==> config.mk <==
export PLATFORM = sky130hd
export DESIGN_NAME = iq_packet_deframer
export DESIGN_NICKNAME = d
export VERILOG_FILES = /design/src/design/ipd_pkg.sv /design/src/design/ipd_front.sv /design/src/design/ipd_queue.sv /design/src/design/ipd_back.sv /design/src/design/iq_packet_deframer.sv
export SDC_FILE = /design/constraint.sdc
export NUM_CORES = 1
export LEC_CHECK = 0
export ABC_AREA = 1
export BUFFER_PORTS_ARGS = -buffer_cell sky130_fd_sc_hd__buf_2
export CORE_UTILIZATION = 45
export DETAILED_ROUTE_END_ITERATION = 8
export PLACE_DENSITY = 0.68
export SLEW_MARGIN = 20
export SYNTH_ARGS = -nofsm -noshare
export SYNTH_HDL_FRONTEND = slang
export SYNTH_SLANG_ARGS = --single-unit
==> constraint.sdc <==
create_clock -name i_clk -period 18.2 [get_ports i_clk]
set_input_delay 1.82 -clock i_clk [delete_from_list [all_inputs] [get_ports i_clk]]
set_output_delay 1.82 -clock i_clk [all_outputs]
set_load 0.01 [all_outputs]
==> src/design/ipd_pkg.sv <==
// Shared types, constants and codes for the I/Q datagram deframer.
package ipd_pkg;

    localparam int MAX_PACKET_BYTES = 2048;
    localparam int POS_W            = $clog2(MAX_PACKET_BYTES + 1);

    localparam int QUEUE_DEPTH = 4;
    localparam int QPTR_W      = $clog2(QUEUE_DEPTH);
    localparam int QCNT_W      = $clog2(QUEUE_DEPTH + 1);

    localparam logic [7:0] HDR0_A = 8'hA4;
    localparam logic [7:0] HDR0_B = 8'h84;
    localparam logic [7:0] HDR1_A = 8'h85;
    localparam logic [7:0] HDR1_B = 8'h81;

    localparam logic [15:0] SEQ_LAST       = 16'hFFFF;
    localparam logic [15:0] SEQ_AFTER_WRAP = 16'd1;
    localparam logic [7:0]  SPG_RESET      = 8'd240;

    localparam logic [1:0] KIND_SAMPLE = 2'd0;
    localparam logic [1:0] KIND_SEQ    = 2'd1;
    localparam logic [1:0] KIND_BAD    = 2'd2;

    typedef struct packed {
        logic [1:0]         kind;
        logic signed [23:0] i_value;
        logic signed [23:0] q_value;
        logic [15:0]        received_seq;
        logic [15:0]        expected_seq;
        logic [15:0]        seq_diff;
        logic               seq_ahead;
    } t_cmd;

endpackage

==> src/design/ipd_front.sv <==
// Front end: header check, sequence tracking and sample assembly per item.
module ipd_front (
    input  logic          i_clk,
    input  logic          i_rst_n,
    input  logic          i_accept,
    input  logic [7:0]    i_data_byte,
    input  logic          i_last_byte,
    output logic          o_push,
    output ipd_pkg::t_cmd o_cmd
);

    logic [ipd_pkg::POS_W-1:0] r_pos, n_pos;
    logic [15:0]               r_exp, n_exp;
    logic                      r_bad, n_bad;
    logic [7:0]                r_seq_lo, n_seq_lo;
    logic [39:0]               r_sb, n_sb;
    logic [2:0]                r_gp, n_gp;

    logic                      push;
    ipd_pkg::t_cmd             cmd;
    logic [15:0]               seq;
    logic                      in_range;

    always_comb begin
        n_pos    = r_pos;
        n_exp    = r_exp;
        n_bad    = r_bad;
        n_seq_lo = r_seq_lo;
        n_sb     = r_sb;
        n_gp     = r_gp;
        push     = 1'b0;
        cmd      = '0;
        seq      = {i_data_byte, r_seq_lo};
        in_range = r_pos < ipd_pkg::POS_W'(ipd_pkg::MAX_PACKET_BYTES);

        if (in_range) begin
            if (r_pos == ipd_pkg::POS_W'(0)) begin
                if (i_data_byte != ipd_pkg::HDR0_A && i_data_byte != ipd_pkg::HDR0_B)
                    n_bad = 1'b1;
            end else if (r_pos == ipd_pkg::POS_W'(1)) begin
                if (i_data_byte != ipd_pkg::HDR1_A && i_data_byte != ipd_pkg::HDR1_B)
                    n_bad = 1'b1;
            end else if (r_pos == ipd_pkg::POS_W'(2)) begin
                n_seq_lo = i_data_byte;
            end else if (!r_bad) begin
                if (r_pos == ipd_pkg::POS_W'(3)) begin
                    if (seq != r_exp) begin
                        push              = 1'b1;
                        cmd.kind          = ipd_pkg::KIND_SEQ;
                        cmd.received_seq  = seq;
                        cmd.expected_seq  = r_exp;
                        cmd.seq_diff      = seq - r_exp;
                        cmd.seq_ahead     = seq > r_exp;
                    end
                    n_exp = (seq == ipd_pkg::SEQ_LAST) ? ipd_pkg::SEQ_AFTER_WRAP
                                                       : seq + 16'd1;
                end else if (r_gp < 3'd5) begin
                    n_sb[8*r_gp +: 8] = i_data_byte;
                    n_gp              = r_gp + 3'd1;
                end else begin
                    push        = 1'b1;
                    cmd.kind    = ipd_pkg::KIND_SAMPLE;
                    cmd.i_value = r_sb[23:0];
                    cmd.q_value = {i_data_byte, r_sb[39:24]};
                    n_sb        = '0;
                    n_gp        = 3'd0;
                end
            end
        end

        if (i_last_byte) begin
            if (n_bad || r_pos < ipd_pkg::POS_W'(3)) begin
                push     = 1'b1;
                cmd      = '0;
                cmd.kind = ipd_pkg::KIND_BAD;
            end
            n_pos    = '0;
            n_bad    = 1'b0;
            n_seq_lo = '0;
            n_sb     = '0;
            n_gp     = 3'd0;
        end else if (in_range) begin
            n_pos = r_pos + ipd_pkg::POS_W'(1);
        end
    end

    always_ff @(posedge i_clk) begin
        if (!i_rst_n) begin
            r_pos    <= '0;
            r_exp    <= '0;
            r_bad    <= 1'b0;
            r_seq_lo <= '0;
            r_sb     <= '0;
            r_gp     <= 3'd0;
        end else if (i_accept) begin
            r_pos    <= n_pos;
            r_exp    <= n_exp;
            r_bad    <= n_bad;
            r_seq_lo <= n_seq_lo;
            r_sb     <= n_sb;
            r_gp     <= n_gp;
        end
    end

    assign o_push = i_accept && push;
    assign o_cmd  = cmd;

endmodule

==> src/design/ipd_queue.sv <==
// Short command queue between the front end and the back end.
module ipd_queue (
    input  logic          i_clk,
    input  logic          i_rst_n,
    input  logic          i_push,
    input  ipd_pkg::t_cmd i_cmd,
    output logic          o_ready,
    output logic          o_valid,
    output ipd_pkg::t_cmd o_cmd,
    input  logic          i_pop
);

    ipd_pkg::t_cmd              r_mem [ipd_pkg::QUEUE_DEPTH];
    logic [ipd_pkg::QPTR_W-1:0] r_wr, r_rd;
    logic [ipd_pkg::QCNT_W-1:0] r_count;
    logic                       do_pop;

    localparam logic [ipd_pkg::QPTR_W-1:0] PTR_LAST =
        ipd_pkg::QPTR_W'(ipd_pkg::QUEUE_DEPTH - 1);

    assign o_ready = r_count < ipd_pkg::QCNT_W'(ipd_pkg::QUEUE_DEPTH);
    assign o_valid = r_count != '0;
    assign o_cmd   = r_mem[r_rd];
    assign do_pop  = i_pop && o_valid;

    always_ff @(posedge i_clk) begin
        if (i_push)
            r_mem[r_wr] <= i_cmd;
    end

    always_ff @(posedge i_clk) begin
        if (!i_rst_n) begin
            r_wr    <= '0;
            r_rd    <= '0;
            r_count <= '0;
        end else begin
            if (i_push)
                r_wr <= (r_wr == PTR_LAST) ? '0 : r_wr + ipd_pkg::QPTR_W'(1);
            if (do_pop)
                r_rd <= (r_rd == PTR_LAST) ? '0 : r_rd + ipd_pkg::QPTR_W'(1);
            if (i_push && !do_pop)
                r_count <= r_count + ipd_pkg::QCNT_W'(1);
            else if (!i_push && do_pop)
                r_count <= r_count - ipd_pkg::QCNT_W'(1);
        end
    end

    a_no_overflow: assert property (@(posedge i_clk) disable iff (!i_rst_n)
        i_push |-> o_ready || do_pop)
        else $error("push into full queue");

    a_count_bound: assert property (@(posedge i_clk) disable iff (!i_rst_n)
        r_count <= ipd_pkg::QCNT_W'(ipd_pkg::QUEUE_DEPTH))
        else $error("queue count out of range");

    a_count_inc: assert property (@(posedge i_clk) disable iff (!i_rst_n)
        i_push && !do_pop |=> r_count == $past(r_count) + ipd_pkg::QCNT_W'(1))
        else $error("queue count did not follow push");

endmodule

==> src/design/ipd_back.sv <==
// Back end: missing-sample product, gap register and output register.
module ipd_back (
    input  logic               i_clk,
    input  logic               i_rst_n,
    input  logic               i_cfg_wr_en,
    input  logic [7:0]         i_cfg_wr_data,
    input  logic               i_cmd_valid,
    input  ipd_pkg::t_cmd      i_cmd,
    output logic               o_pop,
    output logic               o_valid,
    input  logic               i_ready,
    output logic [1:0]         o_kind,
    output logic signed [23:0] o_i_value,
    output logic signed [23:0] o_q_value,
    output logic [15:0]        o_received_seq,
    output logic [15:0]        o_expected_seq_out,
    output logic [23:0]        o_missing_samples
);

    logic [7:0]         r_spg;
    logic               r_valid;
    logic [1:0]         r_kind;
    logic signed [23:0] r_i, r_q;
    logic [15:0]        r_rs, r_es;
    logic [23:0]        r_miss;
    logic [23:0]        miss;

    assign o_pop = i_cmd_valid && (!r_valid || i_ready);
    assign miss  = i_cmd.seq_ahead ? 24'(r_spg) * 24'(i_cmd.seq_diff) : 24'd0;

    always_ff @(posedge i_clk) begin
        if (!i_rst_n) begin
            r_spg   <= ipd_pkg::SPG_RESET;
            r_valid <= 1'b0;
        end else begin
            if (i_cfg_wr_en)
                r_spg <= i_cfg_wr_data;
            if (o_pop)
                r_valid <= 1'b1;
            else if (i_ready)
                r_valid <= 1'b0;
        end
    end

    always_ff @(posedge i_clk) begin
        if (o_pop) begin
            r_kind <= i_cmd.kind;
            r_i    <= i_cmd.i_value;
            r_q    <= i_cmd.q_value;
            r_rs   <= i_cmd.received_seq;
            r_es   <= i_cmd.expected_seq;
            r_miss <= miss;
        end
    end

    assign o_valid            = r_valid;
    assign o_kind             = r_kind;
    assign o_i_value          = r_i;
    assign o_q_value          = r_q;
    assign o_received_seq     = r_rs;
    assign o_expected_seq_out = r_es;
    assign o_missing_samples  = r_miss;

endmodule

==> src/design/iq_packet_deframer.sv <==
// Top level of the I/Q datagram deframer: front end, command queue, back end.
// Throughput: one byte item per cycle unless the four-entry queue is full; it absorbs output stalls.
// A result passes through the queue and then the back-end output register before it is on o_valid.
// The front end writes the queue at the accept edge; the back end registers the 8x16 product.
// Reset (synchronous, active low): expected sequence 0, gap count 240, datagram state cleared.
// o_ready falls only when the queue holds four items.
module iq_packet_deframer (
    input  logic               i_clk,
    input  logic               i_rst_n,
    input  logic               i_cfg_wr_en,
    input  logic [7:0]         i_cfg_wr_data,
    input  logic               i_valid,
    output logic               o_ready,
    input  logic [7:0]         i_data_byte,
    input  logic               i_last_byte,
    output logic               o_valid,
    input  logic               i_ready,
    output logic [1:0]         o_kind,
    output logic signed [23:0] o_i_value,
    output logic signed [23:0] o_q_value,
    output logic [15:0]        o_received_seq,
    output logic [15:0]        o_expected_seq_out,
    output logic [23:0]        o_missing_samples
);

    logic          accept;
    logic          push;
    ipd_pkg::t_cmd front_cmd;
    logic          q_valid;
    ipd_pkg::t_cmd q_cmd;
    logic          pop;

    assign accept = i_valid && o_ready;

    ipd_front u_front (
        .i_clk       (i_clk),
        .i_rst_n     (i_rst_n),
        .i_accept    (accept),
        .i_data_byte (i_data_byte),
        .i_last_byte (i_last_byte),
        .o_push      (push),
        .o_cmd       (front_cmd)
    );

    ipd_queue u_queue (
        .i_clk   (i_clk),
        .i_rst_n (i_rst_n),
        .i_push  (push),
        .i_cmd   (front_cmd),
        .o_ready (o_ready),
        .o_valid (q_valid),
        .o_cmd   (q_cmd),
        .i_pop   (pop)
    );

    ipd_back u_back (
        .i_clk              (i_clk),
        .i_rst_n            (i_rst_n),
        .i_cfg_wr_en        (i_cfg_wr_en),
        .i_cfg_wr_data      (i_cfg_wr_data),
        .i_cmd_valid        (q_valid),
        .i_cmd              (q_cmd),
        .o_pop              (pop),
        .o_valid            (o_valid),
        .i_ready            (i_ready),
        .o_kind             (o_kind),
        .o_i_value          (o_i_value),
        .o_q_value          (o_q_value),
        .o_received_seq     (o_received_seq),
        .o_expected_seq_out (o_expected_seq_out),
        .o_missing_samples  (o_missing_samples)
    );

endmodule
==> impl_metrics.json <==
{
  "finalMaxSlewViolations": 0,
  "core_mm2": 0.06205,
  "synth_area_leaders": "edfxtp_1 (53%), dfxtp_1 (6.9%), nor2_1 (6.5%)",
  "crit_path_end_kind": "flop",
  "final_nets": 2962,
  "fin_worst_skew_ns": 0.01960,
  "clock-sinks": 600,
  "finalHoldViolCount": 0,
  "root_buffer": "clkbuf_16",
  "crit_chain": "buf_16 > buf_4 > nand2_1 > nand3_1 > nand2_1 > nor2_1 > fa_1 > fa_1 > fa_1 > inv_1 > fa_1 > inv_1 > ha_1 > nand2_1 > inv_1 > nand2_1 > o21ai_0 > nand3_1 > nand2_1 > nand2_1 > nand2_1 > nand2_1 > nand2_1 > nor2_1",
  "slew_headroom_pct": 28.76,
  "critPathLaunchType": "flop",
  "viasPerCell": 5.441,
  "final_area_mm2": 0.03187,
  "drive_gt1_share_pct": 10.17,
  "min_to": "u_front.r_sb[35]",
  "cts_setup_buffers": 0,
  "synthesis.nets": 2859,
  "num_rows": 91,
  "fp.dieH_um": 253.1,
  "cts-buffers-inserted": 66,
  "dpl-instance-area_mm2": 0.02972,
  "grt_pass1_wl_um": 108200,
  "chipWidth_um": 253.1,
  "cts_resized": 0,
  "worstSetupPathType": "flop to flop",
  "setup_viol": 0,
  "dp_hpwl_um": 44890,
  "overflow": 0,
  "rsz0062_at_grt": "false",
  "yosysSeqAreaShare_pct": 60.03,
  "worst_slack_ns": 11.81,
  "fmax_mhz": 156.5,
  "timing.hold.ws_ns": 0.4632,
  "antenna_found_initial": 4,
  "grt.total_usage_pct": 21.75,
  "synth_top_area_share_pct": 53.11,
  "rr_worst_depth": 24,
  "grt_pass1_vias": 19750,
  "crit_arrival_ns": 6.75,
  "vias": 19970,
  "syn_inst": 2677,
  "gp_congestion": 0.9096,
  "maxCapViolCount": 0,
  "pin_count": 130,
  "period_needed_ns": 6.391,
  "hold_class": "flop to flop",
  "synthToLayoutAreaGrowth_pct": 12.31,
  "yosys_warnings": 0,
  "clk_latency_ns": 0.60,
  "setup_tns_ns": 0,
  "grt_max_degree": 109,
  "dr.pass1.iters": 6,
  "cts_hold_buf": 0,
  "synth_largest_area_cell": "edfxtp_1",
  "final_common_cell": "edfxtp_1",
  "dieArea_mm2": 0.06408,
  "critPathMostFrequentCell": "nand2_1",
  "worstPathRequired_ns": 18.56,
  "fin_crit_sh_pct": 35.12,
  "clock_path_buffers": 3,
  "dp_slack_ns": 11.60,
  "whs_path_depth": 2,
  "port-buffer-count": 129,
  "drc_errors": 0,
  "reg2reg_to": "u_back.o_missing_samples[21]",
  "worstHoldStart": "u_front.r_sb[35]",
  "syn_area_per_cell_um2": 10.60,
  "tightest_slew_ns": 1.069,
  "ys_types": 56,
  "final_cell_mix": "edfxtp_1 (502), nor2_1 (490), nand2_1 (329)",
  "critPathSlowestCell": "buf_4",
  "routedWlPerCell_um": 18.80,
  "slowest_delay_ns": 0.83,
  "drt_iter0_markers": 1720,
  "cts_tree": "yes",
  "yosys_register_bits": 600,
  "path_clk_slew_ns": 0.06,
  "rrSetupSlack_ns": 11.81,
  "htreeDepth": 3,
  "path_max_fanout": 100,
  "synth_area_mm2": 0.02838,
  "ant_nets": 0,
  "wirelength_um": 69020,
  "start_util_pct": 45.74,
  "status": "finished, final reports clean"
}
[critical path: cells and delay by family (launching register included)]
family          cells  cell delay, ns
fa+ha+maj           5            2.39
simple gates       13            1.33
buf+inv             5            1.28
flops               1            0.56
compound gates      1            0.38
[flip-flops by register name, indices dropped and copies added, names as in the netlist, 2 cells and up, named ones only]
signal                     count
u_back.r_spg                   8
u_back.o_kind                  2
u_front.r_sb                  40
u_front.r_exp                 16
u_queue.r_wr                   2
u_back.o_expected_seq_out     16
u_queue.r_mem                396
u_front.r_gp                   3
u_front.r_pos                 12
u_queue.r_count                3
u_back.o_missing_samples      24
u_front.r_seq_lo               8
u_back.o_received_seq         16
u_back.o_i_value              24
u_back.o_q_value              24
u_queue.r_rd                   2
[cell type report]
| cell class | count | area (um2) |
|---|---|---|
| repair buffers | 151 | 830.8 |
| fillers | 5439 | 30180 |
| flip-flops and latches | 600 | 17040 |
| inverters | 255 | 962.2 |
| clock inverters | 31 | 335.3 |
| well taps | 837 | 1047 |
| multi-input cells | 1706 | 9869 |
| diodes | 2 | 5.005 |
| clock buffers | 89 | 1783 |
[through the flow]
| step | utilization, % | instances |
|---|---|---|
| after global placement | 47.90 | 3548 |
| after floorplan | - | 2677 |
| final | 51.37 | 3671 |
| after global routing | 51.37 | 3671 |
| after detailed placement | 47.90 | 3548 |
| after CTS | 51.31 | 3668 |
[metal layers]
layer  global-route usage, %  vias to the layer above  wire length (um)
li1                        -                     9417                 -
met1                   29.22                     9726             29620
met2                   35.75                      714             32830
met3                   3.289                      113              4701
met4                   7.913                        4              1836
met5                       0                        -                31
[synth_stat cells, drive strengths merged]
| cell type | instances |
|---|---|
| o21a | 3 |
| xor2 | 12 |
| or2 | 3 |
| edfxtp | 502 |
| o2111ai | 1 |
| nand3b | 6 |
| nor2 | 497 |
| nor4 | 5 |
| o211a | 1 |
| a21boi | 2 |
| o221ai | 1 |
| o22ai | 82 |
| dfxtp | 98 |
| clkbuf | 79 |
| o221a | 1 |
| a31oi | 3 |
| nand4 | 30 |
| o21ai | 235 |
| a22oi | 1 |
| xnor2 | 7 |
| clkinv | 4 |
| a21oi | 136 |
| a211oi | 3 |
| o211ai | 3 |
| fa | 86 |
| a221oi | 2 |
| a21o | 4 |
| nor3b | 3 |
| a31o | 1 |
| buf | 37 |
| nand2 | 337 |
| nor3 | 61 |
| a32oi | 2 |
| inv | 251 |
| and2 | 2 |
| o31ai | 3 |
| a32o | 6 |
| nand3 | 93 |
| ha | 74 |
[cells by family (layout without fill, tap and decap cells)]
group,after synthesis,count (layout),synth area share (%)
compound gates,490,490,9.540
xor+xnor,19,19,0.5863
fa+ha+maj,160,160,9.329
buf+inv,371,526,5.343
flops,600,600,60.03
other cells,0,2,0
simple gates,1037,1037,15.17
[how the worst max path moves through the flow]
stage	start	endpoint	cells past startpoint
finish	flop	u_back.o_missing_samples[21]	24
global route	flop	u_back.o_missing_samples[21]	24
CTS	flop	u_back.o_missing_samples[21]	23
detailed placement	flop	u_back.o_missing_samples[21]	23
global placement	flop	u_back.o_missing_samples[21]	23
floorplan	i_ready	u_queue.r_count[1]	8
Power is left out: the tool's default activity adds up to more than one toggle a clock period on the data nets, which glitch-free logic cannot reach.
